[src/egb_pkg.sv]
// Shared types and constants for the extended GCD (Bezout) block.
// No dependencies; compiled before every other file of the block.
`default_nettype none

package egb_pkg;

    // Operand width and derived widths
    localparam int VALUE_BITS = 31;
    localparam int COEFF_BITS = VALUE_BITS + 1;
    localparam int CNT_BITS   = (VALUE_BITS > 1) ? $clog2(VALUE_BITS) : 1;

    typedef logic [VALUE_BITS-1:0]        t_value;
    typedef logic signed [COEFF_BITS-1:0] t_coeff;
    typedef logic [CNT_BITS-1:0]          t_cnt;

    // Control from the sequencer to the divider
    typedef struct packed {
        logic start;
    } t_div_ctl;

    // Status from the divider to the sequencer
    typedef struct packed {
        logic busy;
        logic done;
    } t_div_sts;

    // Sequencer states, one-hot
    typedef enum logic [2:0] {
        ST_IDLE   = 3'b001,
        ST_DIV    = 3'b010,
        ST_FINISH = 3'b100
    } t_state;

endpackage

`default_nettype wire

[src/egb_if.sv]
// Request and result channel interfaces with valid/ready handshake.
// Depends on egb_pkg for the payload types.
`default_nettype none

interface egb_req_if import egb_pkg::*; ();
    logic   valid;
    logic   ready;
    t_value operand_a;
    t_value operand_b;

    modport source (output valid, output operand_a, output operand_b, input ready);
    modport sink   (input valid, input operand_a, input operand_b, output ready);
endinterface

interface egb_res_if import egb_pkg::*; ();
    logic   valid;
    logic   ready;
    t_coeff coeff_s;
    t_coeff coeff_t;
    t_value divisor_result;
    logic   zero_divisor;

    modport source (output valid, output coeff_s, output coeff_t,
                    output divisor_result, output zero_divisor, input ready);
    modport sink   (input valid, input coeff_s, input coeff_t,
                    input divisor_result, input zero_divisor, output ready);
endinterface

`default_nettype wire

[src/egb_divstep.sv]
// Bit-serial restoring divider for one Euclid step, one quotient bit per cycle,
// accumulating quotient*s and quotient*t alongside. Depends on egb_pkg.
`default_nettype none

module egb_divstep import egb_pkg::*; (
    input  wire logic     i_clk,
    input  wire logic     i_rst_n,
    input  wire t_div_ctl i_ctl,
    input  wire t_value   i_dividend,
    input  wire t_value   i_divisor,
    input  wire t_coeff   i_s_cur,
    input  wire t_coeff   i_t_cur,
    output t_div_sts      o_sts,
    output t_value        o_rem,
    output t_coeff        o_acc_s,
    output t_coeff        o_acc_t
);

    logic   r_busy, n_busy;
    logic   r_done, n_done;
    t_cnt   r_cnt, n_cnt;
    t_value r_rem, n_rem;
    t_value r_quo, n_quo;
    t_coeff r_acc_s, n_acc_s;
    t_coeff r_acc_t, n_acc_t;

    logic [VALUE_BITS:0] trial;
    logic [VALUE_BITS:0] dvs_ext;
    logic [VALUE_BITS:0] diff;
    logic                ge;

    // Trial subtraction of the divisor from the shifted partial remainder
    always_comb begin
        trial   = {r_rem, r_quo[VALUE_BITS-1]};
        dvs_ext = {1'b0, i_divisor};
        diff    = trial - dvs_ext;
        ge      = (trial >= dvs_ext);
    end

    // Next state: load on start, else shift one bit while busy
    always_comb begin
        n_busy  = r_busy;
        n_done  = r_done;
        n_cnt   = r_cnt;
        n_rem   = r_rem;
        n_quo   = r_quo;
        n_acc_s = r_acc_s;
        n_acc_t = r_acc_t;
        if (i_ctl.start) begin
            n_busy  = 1'b1;
            n_done  = 1'b0;
            n_cnt   = CNT_BITS'(VALUE_BITS - 1);
            n_rem   = '0;
            n_quo   = i_dividend;
            n_acc_s = '0;
            n_acc_t = '0;
        end else if (r_busy) begin
            n_rem   = ge ? diff[VALUE_BITS-1:0] : trial[VALUE_BITS-1:0];
            n_quo   = {r_quo[VALUE_BITS-2:0], ge};
            n_acc_s = {r_acc_s[COEFF_BITS-2:0], 1'b0} + (ge ? i_s_cur : t_coeff'(0));
            n_acc_t = {r_acc_t[COEFF_BITS-2:0], 1'b0} + (ge ? i_t_cur : t_coeff'(0));
            n_cnt   = r_cnt - t_cnt'(1);
            if (r_cnt == '0) begin
                n_busy = 1'b0;
                n_done = 1'b1;
            end
        end
    end

    // Control registers
    always_ff @(posedge i_clk) begin
        if (!i_rst_n) begin
            r_busy <= 1'b0;
            r_done <= 1'b0;
            r_cnt  <= '0;
        end else begin
            r_busy <= n_busy;
            r_done <= n_done;
            r_cnt  <= n_cnt;
        end
    end

    // Datapath registers
    always_ff @(posedge i_clk) begin
        r_rem   <= n_rem;
        r_quo   <= n_quo;
        r_acc_s <= n_acc_s;
        r_acc_t <= n_acc_t;
    end

    assign o_sts.busy = r_busy;
    assign o_sts.done = r_done;
    assign o_rem      = r_rem;
    assign o_acc_s    = r_acc_s;
    assign o_acc_t    = r_acc_t;

    // Finished remainder is below the divisor it was taken against
    a_rem_below: assert property (@(posedge i_clk) disable iff (!i_rst_n)
        (r_done && !i_ctl.start && i_divisor != '0) |-> (r_rem < i_divisor))
        else $error("remainder not below divisor");

    // Busy and done never overlap
    a_busy_done: assert property (@(posedge i_clk) disable iff (!i_rst_n)
        !(r_busy && r_done))
        else $error("divider busy and done together");

    // A start sets the divider busy and clears done
    a_start_busy: assert property (@(posedge i_clk) disable iff (!i_rst_n)
        i_ctl.start |=> (r_busy && !r_done))
        else $error("divider did not start");

endmodule

`default_nettype wire

[src/extended_gcd_bezout.sv]
// Extended Euclid: per request, the gcd and Bezout coefficients come from a chain of n
// Euclid divisions (at most 45 for 31-bit operands); a zero operand_b skips the divisions.
// Each division runs bit-serially through egb_divstep, one quotient bit per cycle.
// One request at a time; a new request is taken while the previous result waits.
// Synchronous active-low reset clears the sequencer and the result valid flag.
// Depends on egb_pkg, egb_if and egb_divstep.
`default_nettype none

module extended_gcd_bezout import egb_pkg::*; (
    input  wire logic  i_clk,
    input  wire logic  i_rst_n,
    egb_req_if.sink    i_req,
    egb_res_if.source  o_res
);

    t_state r_state, n_state;
    logic   r_start, n_start;
    t_value r_rem_prev, n_rem_prev;
    t_value r_rem_cur, n_rem_cur;
    t_coeff r_s_prev, n_s_prev;
    t_coeff r_s_cur, n_s_cur;
    t_coeff r_t_prev, n_t_prev;
    t_coeff r_t_cur, n_t_cur;
    logic   r_zero, n_zero;

    logic   r_out_valid, n_out_valid;
    t_coeff r_out_s, n_out_s;
    t_coeff r_out_t, n_out_t;
    t_value r_out_g, n_out_g;
    logic   r_out_z, n_out_z;

    t_div_ctl div_ctl;
    t_div_sts div_sts;
    t_value   div_rem;
    t_coeff   div_acc_s;
    t_coeff   div_acc_t;
    logic     req_acc;
    logic     res_acc;

    assign req_acc = i_req.valid && i_req.ready;
    assign res_acc = r_out_valid && o_res.ready;
    assign div_ctl.start = r_start;

    egb_divstep u_divstep (
        .i_clk      (i_clk),
        .i_rst_n    (i_rst_n),
        .i_ctl      (div_ctl),
        .i_dividend (r_rem_prev),
        .i_divisor  (r_rem_cur),
        .i_s_cur    (r_s_cur),
        .i_t_cur    (r_t_cur),
        .o_sts      (div_sts),
        .o_rem      (div_rem),
        .o_acc_s    (div_acc_s),
        .o_acc_t    (div_acc_t)
    );

    // Sequencer: load a request, iterate Euclid steps, hand over the result
    always_comb begin
        n_state     = r_state;
        n_start     = 1'b0;
        n_rem_prev  = r_rem_prev;
        n_rem_cur   = r_rem_cur;
        n_s_prev    = r_s_prev;
        n_s_cur     = r_s_cur;
        n_t_prev    = r_t_prev;
        n_t_cur     = r_t_cur;
        n_zero      = r_zero;
        n_out_valid = res_acc ? 1'b0 : r_out_valid;
        n_out_s     = r_out_s;
        n_out_t     = r_out_t;
        n_out_g     = r_out_g;
        n_out_z     = r_out_z;
        unique case (r_state)
            ST_IDLE: begin
                if (req_acc) begin
                    if (i_req.operand_b == '0) begin
                        // zero divisor: answer straight away
                        n_rem_cur = i_req.operand_a;
                        n_s_cur   = t_coeff'(1);
                        n_t_cur   = t_coeff'(0);
                        n_zero    = 1'b1;
                        n_state   = ST_FINISH;
                    end else begin
                        n_rem_prev = i_req.operand_a;
                        n_rem_cur  = i_req.operand_b;
                        n_s_prev   = t_coeff'(1);
                        n_s_cur    = t_coeff'(0);
                        n_t_prev   = t_coeff'(0);
                        n_t_cur    = t_coeff'(1);
                        n_zero     = 1'b0;
                        n_start    = 1'b1;
                        n_state    = ST_DIV;
                    end
                end
            end
            ST_DIV: begin
                if (div_sts.done && !r_start) begin
                    if (div_rem == '0) begin
                        n_state = ST_FINISH;
                    end else begin
                        n_rem_prev = r_rem_cur;
                        n_rem_cur  = div_rem;
                        n_s_prev   = r_s_cur;
                        n_s_cur    = r_s_prev - div_acc_s;
                        n_t_prev   = r_t_cur;
                        n_t_cur    = r_t_prev - div_acc_t;
                        n_start    = 1'b1;
                    end
                end
            end
            ST_FINISH: begin
                if (!r_out_valid || o_res.ready) begin
                    n_out_valid = 1'b1;
                    n_out_s     = r_s_cur;
                    n_out_t     = r_t_cur;
                    n_out_g     = r_rem_cur;
                    n_out_z     = r_zero;
                    n_state     = ST_IDLE;
                end
            end
            default: begin
                n_state = ST_IDLE;
            end
        endcase
    end

    // Control registers
    always_ff @(posedge i_clk) begin
        if (!i_rst_n) begin
            r_state     <= ST_IDLE;
            r_start     <= 1'b0;
            r_out_valid <= 1'b0;
        end else begin
            r_state     <= n_state;
            r_start     <= n_start;
            r_out_valid <= n_out_valid;
        end
    end

    // Working and result registers
    always_ff @(posedge i_clk) begin
        r_rem_prev <= n_rem_prev;
        r_rem_cur  <= n_rem_cur;
        r_s_prev   <= n_s_prev;
        r_s_cur    <= n_s_cur;
        r_t_prev   <= n_t_prev;
        r_t_cur    <= n_t_cur;
        r_zero     <= n_zero;
        r_out_s    <= n_out_s;
        r_out_t    <= n_out_t;
        r_out_g    <= n_out_g;
        r_out_z    <= n_out_z;
    end

    assign i_req.ready          = (r_state == ST_IDLE);
    assign o_res.valid          = r_out_valid;
    assign o_res.coeff_s        = r_out_s;
    assign o_res.coeff_t        = r_out_t;
    assign o_res.divisor_result = r_out_g;
    assign o_res.zero_divisor   = r_out_z;

    // Divider only runs while stepping
    a_div_in_step: assert property (@(posedge i_clk) disable iff (!i_rst_n)
        (r_start || div_sts.busy) |-> (r_state == ST_DIV))
        else $error("divider active outside a Euclid step");

    // Divisor never zero while stepping
    a_divisor_nz: assert property (@(posedge i_clk) disable iff (!i_rst_n)
        (r_state == ST_DIV) |-> (r_rem_cur != '0))
        else $error("zero divisor during Euclid step");

    // Zero-divisor result carries the identity coefficients
    a_zero_coeffs: assert property (@(posedge i_clk) disable iff (!i_rst_n)
        (r_state == ST_FINISH && r_zero) |-> (r_s_cur == t_coeff'(1) && r_t_cur == '0))
        else $error("wrong coefficients for zero divisor");

endmodule

`default_nettype wire

[src/flat_wrapper.sv]
// flat-port wrapper written by rule: the top's interface ports become plain ports
module extended_gcd_bezout_flat import egb_pkg::*;
  (i_clk, i_rst_n, i_req_valid, i_req_operand_a, i_req_operand_b, i_req_ready, o_res_valid, o_res_coeff_s, o_res_coeff_t, o_res_divisor_result, o_res_zero_divisor, o_res_ready);
  egb_req_if i_req_i ();
  egb_res_if o_res_i ();
  input  wire logic i_clk;
  input  wire logic i_rst_n;
  input wire logic [$bits(i_req_i.valid)-1:0] i_req_valid;
  input wire logic [$bits(i_req_i.operand_a)-1:0] i_req_operand_a;
  input wire logic [$bits(i_req_i.operand_b)-1:0] i_req_operand_b;
  output wire logic [$bits(i_req_i.ready)-1:0] i_req_ready;
  output wire logic [$bits(o_res_i.valid)-1:0] o_res_valid;
  output wire logic [$bits(o_res_i.coeff_s)-1:0] o_res_coeff_s;
  output wire logic [$bits(o_res_i.coeff_t)-1:0] o_res_coeff_t;
  output wire logic [$bits(o_res_i.divisor_result)-1:0] o_res_divisor_result;
  output wire logic [$bits(o_res_i.zero_divisor)-1:0] o_res_zero_divisor;
  input wire logic [$bits(o_res_i.ready)-1:0] o_res_ready;
  assign i_req_i.valid = i_req_valid;
  assign i_req_i.operand_a = i_req_operand_a;
  assign i_req_i.operand_b = i_req_operand_b;
  assign i_req_ready = i_req_i.ready;
  assign o_res_valid = o_res_i.valid;
  assign o_res_coeff_s = o_res_i.coeff_s;
  assign o_res_coeff_t = o_res_i.coeff_t;
  assign o_res_divisor_result = o_res_i.divisor_result;
  assign o_res_zero_divisor = o_res_i.zero_divisor;
  assign o_res_i.ready = o_res_ready;
  extended_gcd_bezout u_core (.i_clk(i_clk), .i_rst_n(i_rst_n), .i_req(i_req_i), .o_res(o_res_i));
endmodule
[config.mk]
export PLATFORM = sky130hd
export DESIGN_NAME = extended_gcd_bezout_flat
export DESIGN_NICKNAME = d
export VERILOG_FILES = /design/src/egb_pkg.sv /design/src/egb_if.sv /design/src/egb_divstep.sv /design/src/extended_gcd_bezout.sv /design/src/flat_wrapper.sv
export SDC_FILE = /design/constraint.sdc
export NUM_CORES = 1
export LEC_CHECK = 0
export CORE_MARGIN = 5
export CORE_UTILIZATION = 30
export CTS_BUF_LIST = sky130_fd_sc_hd__clkbuf_4
export DETAILED_ROUTE_END_ITERATION = 12
export DONT_BUFFER_PORTS = 1
export PLACE_DENSITY = 0.44
export SLEW_MARGIN = 20
export SYNTH_ARGS = -nofsm -noshare
export SYNTH_HDL_FRONTEND = slang
export SYNTH_HIERARCHICAL = 1
export SYNTH_SLANG_ARGS = --single-unit
export TNS_END_PERCENT = 20
[constraint.sdc]
create_clock -name i_clk -period 34.5 [get_ports i_clk]
set_input_delay 1.725 -clock i_clk [delete_from_list [all_inputs] [get_ports i_clk]]
set_output_delay 1.725 -clock i_clk [all_outputs]
set_load 0.02 [all_outputs]
## Yosys cells after proc, flatten, opt, wreduce, memory -nomap -nowiden

Cells that the tools add are included.

| word-level totals | value |
|---|---|
| flip-flop bits (word level) | 425 |
| latch bits | 0 |
| RAM bits | 0 |
| bits in read-only memories | 0 |
| bits of input ports | 66 |
| output and inout port bits | 98 |
| memories | 0 |

| cells by class | value |
|---|---|
| $add $sub $neg | 6 |
| $mul | 0 |
| div/mod/pow operators | 0 |
| magnitude comparators | 1 |
| eq/ne operators | 9 |
| shifts and indexed selects | 0 |
| mux-type cells | 55 |
| bitwise operators | 1 |
| reductions and logical operators | 18 |

Operator list:

| operator | number |
|---|---|
| $mux W32 | 16 |
| $mux W31 | 11 |
| $pmux W32 S2 | 4 |
| $pmux W31 S2 | 2 |
| $add A32 B32 Y32 | 2 |
| $sub A32 B32 Y32 | 2 |
| $logic_not A31 Y1 | 2 |
| $ge A32 B31 Y1 | 1 |
| $sub A31 B31 Y31 | 1 |
| $mux W3 | 5 |
| $mux W1 | 13 |
| $mux W5 | 2 |
| $pmux W3 S3 | 1 |
| $reduce_and A4 Y1 | 2 |
| $ne A2 B1 Y1 const B | 3 |
| $ne A2 B2 Y1 const B | 3 |
| $reduce_and A2 Y1 | 3 |
| $logic_not A5 Y1 | 1 |
| $reduce_and A5 Y1 | 1 |
| $sub A5 B1 Y5 const B | 1 |
| $reduce_bool A2 Y1 | 2 |
| $eq A3 B1 Y1 const B | 1 |
| $eq A3 B2 Y1 const B | 1 |
| $eq A3 B3 Y1 const B | 1 |
| other kinds (6) | 9 |

## Longest topological paths before layout

| depth | value |
|---|---|
| depth after elaboration | 4 |
| depth in mapped cells | 23 |
| depth with buffers taken out | 21 |

## Hierarchy

The synthesis kept the hierarchy.

By module, submodules not included:

| module | times used | cells an instance | area each (µm²) | sequential area each (µm²) |
|---|---|---|---|---|
| extended_gcd_bezout | 1 | 1228 | 14231.1 | 8718.4 |
| egb_divstep | 1 | 1184 | 10123.5 | 2972.9 |

## Worst setup path after synthesis

OpenSTA, ideal clock, no wires.

| timing | value |
|---|---|
| path kind | in2reg |
| start | input i_req_valid |
| end | register u_core.r_rem_prev[0] (enable) |
| library setup time | 0.693 ns |
| arrival time | 13.688 ns |
| required time | 33.807 ns |
| setup slack | 20.119 ns |
| cell stages on the path | 5 |
| cells stage by stage | nand2_1 inv_1 nor2_1 a21oi_1 a21boi_0 |

| on the way | value |
|---|---|
| word-level cells in the longest chain between the ends | 3 |

Ends and longest elaborated chain:

| item | line | source |
|---|---|---|
| from (decl) | flat_wrapper.sv:8 | `input wire logic [$bits(i_req_i.valid)-1:0] i_req_valid;` |
| $logic_and A1 B1 Y1 | extended_gcd_bezout.sv:40 | `assign req_acc = i_req.valid && i_req.ready;` |
| $ne A2 B2 Y1 (no line) | - |  |
| $reduce_and A5 Y1 (no line) | - |  |
| to (signal assigned) | extended_gcd_bezout.sv:143 | `r_rem_prev <= n_rem_prev;` |
| to (decl) | extended_gcd_bezout.sv:18 | `t_value r_rem_prev, n_rem_prev;` |

No other way between the ends.
A chain may end at the register's enable or synchronous reset.

## Worst setup path after layout

| timing | value |
|---|---|
| start | register u_core.r_rem_cur[5] |
| end | register u_core.u_divstep.r_acc_t[31] (netlist: u_core/u_divstep/o_acc_t[31]) |

| on the way | value |
|---|---|
| word-level cells in the longest chain between the ends | 3 |

Ends and longest elaborated chain:

| item | line | source |
|---|---|---|
| from (decl) | extended_gcd_bezout.sv:19 | `t_value r_rem_cur, n_rem_cur;` |
| from (signal assigned) | extended_gcd_bezout.sv:144 | `r_rem_cur <= n_rem_cur;` |
| $ge A32 B31 Y1 | egb_divstep.sv:37 | `ge = (trial >= dvs_ext);` |
| $mux W32 | egb_divstep.sv:61 | `n_acc_t = {r_acc_t[COEFF_BITS-2:0], 1'b0} + (ge ? i_t_cur : t_coeff'(0));` |
| $add A32 B32 Y32 | egb_divstep.sv:61 |  |
| to (signal assigned) | egb_divstep.sv:88 | `r_acc_t <= n_acc_t;` |
| to (decl) | egb_divstep.sv:25 | `t_coeff r_acc_t, n_acc_t;` |

No other way between the ends.

==> impl_metrics.json <==
{
  "rr_startpoint": "u_core/r_rem_cur[5]",
  "rows": 104,
  "synth_nets": 2637,
  "dp_hpwl_um": 48600,
  "ys.warnings.count": 6,
  "worstPathRequired_ns": 35.30,
  "synth.cell_area_um2": 24300,
  "start_kind": "flip-flop",
  "viasPerCell": 5.07,
  "setup_viol": 0,
  "path_cells": "inv_1 -> ha_1 -> a21oi_1 -> o21ai_1 -> a31o_1 -> o21ai_0 -> a21oi_2 -> o21ai_4 -> buf_4 -> nor2b_1 -> ha_1 -> fa_1 -> a21oi_1 -> o211ai_1 -> a21oi_2 -> o21ai_2 -> a41oi_2 -> o31ai_1 -> a31oi_1 -> xnor3_1 -> a22o_1",
  "clkLatencyLatePin_ns": 0.95,
  "cp.arrival_ns": 6.81,
  "worst_slew_pin_slew_ns": 1.15,
  "pwr-share-seq": 0.337,
  "vdd_drop_max_uv": 27.7,
  "power_frac_clock": 0.244,
  "first_pass_iters": 5,
  "combPwrFrac": 0.419,
  "die_h_um": 295,
  "total_power_w": 0.00208,
  "drv_slew": 0,
  "hold_slack_ns": 0.463,
  "start_util": 0.302,
  "slew_headroom": 0.235,
  "numCtsBuffers": 131,
  "hold_buffers": 0,
  "finClkSkew_ns": 0.0743,
  "regToRegSetupSlack_ns": 28.49,
  "cp-startpoint": "u_core/r_rem_cur[5]",
  "drt_wl_total_um": 70300,
  "p_sw_w": 0.000837,
  "synth_cells": 2411,
  "grt.overflow.total": 0,
  "cts_tree": "yes",
  "cts_resized": 0,
  "worst_hold_path_type": "reg2reg",
  "hold_violations": 0,
  "path_class": "reg2reg",
  "final.fill_count": 8281,
  "max_stage_delay_ns": 0.67,
  "drc": 0,
  "route.detailed.wl_per_inst_um": 19.4,
  "post_cts_buffers": 0,
  "hold_path_depth": 0,
  "reg2reg_depth": 21,
  "slowest_stage": "buf_4",
  "drive_gt1_frac": 0.125,
  "nets": 2687,
  "clock.fmax_ghz": 0.166,
  "p_sw_frac": 0.402,
  "r2r-end": "u_core/u_divstep/o_acc_t[31]",
  "status": "completed",
  "drt_iter0_markers": 1006,
  "grt_pass1_wl_um": 108000,
  "portBuffers": 0,
  "grt_setup_unrepaired": "false",
  "io_pins": 164,
  "cts_buffer_depth": 3,
  "multi_input_area_um2": 11800,
  "antenna_found_initial": 1,
  "syn_to_final_growth_pct": 11.6,
  "cts.reportedPaths.clkPinSlew_ns": 0.06,
  "path_max_fanout": 60,
  "grt_pass1_vias": 18900,
  "core_area_um2": 80500,
  "p_leak_nw": 10.6,
  "powerDensity_nw_per_um2": 76.6,
  "period_share": 0.174,
  "clockRootBuffer": "clkbuf_4",
  "period_needed_ns": 6.01,
  "p_int_w": 0.00124,
  "h-tree-depth": 4,
  "tns_ns": 0,
  "avgSynthCellArea_um2": 10.1,
  "ant_nets": 0,
  "dieArea_um2": 87000,
  "vias": 18400,
  "whs_endpoint": "u_core/o_res.divisor_result[28]",
  "max_cap_viol_count": 0,
  "grt_use_total": 0.158,
  "seq_area_um2": 11700,
  "hold_start": "u_core/r_rem_cur[28]",
  "cts.sinks": 425,
  "grt_max_degree": 166,
  "die_x_um": 295,
  "routabilityCongestion": 0.868,
  "cp-end-kind": "flip-flop"
}
flip-flops by register name, summed over array words and instances (netlist names), 3 cells and up:
| signal | flops |
|---|---|
| u_core/r_t_cur | 32 |
| u_core/o_res.coeff_s | 32 |
| u_core/o_res.coeff_t | 32 |
| u_core/u_divstep/o_rem | 31 |
| u_core/o_res.divisor_result | 31 |
| u_core/r_t_prev | 32 |
| u_core/r_rem_cur | 31 |
| u_core/u_divstep/r_cnt | 5 |
| u_core/u_divstep/o_acc_s | 32 |
| u_core/r_s_cur | 32 |
| u_core/u_divstep/o_acc_t | 32 |
| u_core/r_s_prev | 32 |
| u_core/u_divstep/r_quo | 31 |
| u_core/r_rem_prev | 31 |
| u_core/r_state | 3 |
worst max-delay path, delay by kind of cell (launching register included):
kind,cells,cell delay (ns)
adder cells (fa/ha/maj),3,1.02
AO/OA/AOI/OAI,14,3.25
buffers and inverters,2,0.73
flip-flops,1,0.37
XOR/XNOR,1,0.33
AND/OR/NAND/NOR,1,0.12
worst max path at each step:
stage / endpoint / slack (ns) / depth (start not counted)
6_report: u_core/u_divstep/o_acc_t[31] / 28.49 / 21
5_1_grt: u_core/u_divstep/o_acc_t[31] / 28.05 / 21
4_1_cts: u_core/u_divstep/o_acc_t[31] / 28.48 / 21
3_5_place_dp: u_core/u_divstep/o_acc_t[31] / 28.51 / 21
3_3_place_gp: u_core/u_divstep/o_acc_t[31] / 28.69 / 21
2_1_floorplan: u_core/r_rem_prev[0] / 20.12 / 5
area by class of cell:
cell class | count | share of cell area
Antenna cell | 2 | 0.000184
Clock buffer | 199 | 0.0550
Multi-Input combinational cell | 1744 | 0.433
Tap cell | 1060 | 0.0488
Timing Repair Buffer | 19 | 0.00571
Sequential cell | 425 | 0.431
Inverter | 140 | 0.0193
Clock inverter | 34 | 0.00751
cell usage in the layout, fill, tap and decap left out, types with 20 or more instances in the layout:
cell	count
edfxtp_1	318
nand2_1	250
clkbuf_4	199
a21oi_1	194
nor2_1	193
ha_1	155
inv_1	139
o21ai_0	111
dfxtp_1	105
nor2b_1	77
a21o_1	76
and2_1	69
xnor2_1	64
xor2_1	63
nand3_1	37
mux2i_1	35
nand4_1	30
mux2_2	30
a211oi_1	24
nor3_1	23
a31oi_1	21
clkinv_1	20
power by group through the flow:
stage | clock (W) | sequential (W) | combinational, W
after floorplan | 0 | 0.000688 | 0.000688
after global placement | 0 | 0.000712 | 0.000865
after detailed placement | 0 | 0.000714 | 0.000864
after CTS | 0.000537 | 0.000704 | 0.000872
after global routing | 0.000564 | 0.000713 | 0.000973
final | 0.000508 | 0.000702 | 0.000871
through the flow:
stage | util | cells | cell area [µm²] | setup WS [ns]
2_1_floorplan | - | 2411 | 24300 | 20.12
3_3_place_gp | 0.316 | 3388 | 25500 | 28.69
3_5_place_dp | 0.316 | 3388 | 25500 | 28.51
4_1_cts | 0.337 | 3621 | 27200 | 28.48
5_1_grt | 0.337 | 3622 | 27200 | 28.05
6_report | 0.337 | 3623 | 27200 | 28.49
layer usage:
| metal | share of wire | vias to the layer above | track usage | routed length [µm] |
|---|---|---|---|---|
| li1 | - | 8928 | - | - |
| met2 | 0.47 | 483 | 0.259 | 32900 |
| met3 | 0.058 | 107 | 0.0398 | 4080 |
| met4 | 0.020 | 0 | 0.0525 | 1430 |
| met5 | 0 | - | 0 | 0 |
| met1 | 0.45 | 8853 | 0.205 | 31900 |
Power figures use the tool's default switching activity.
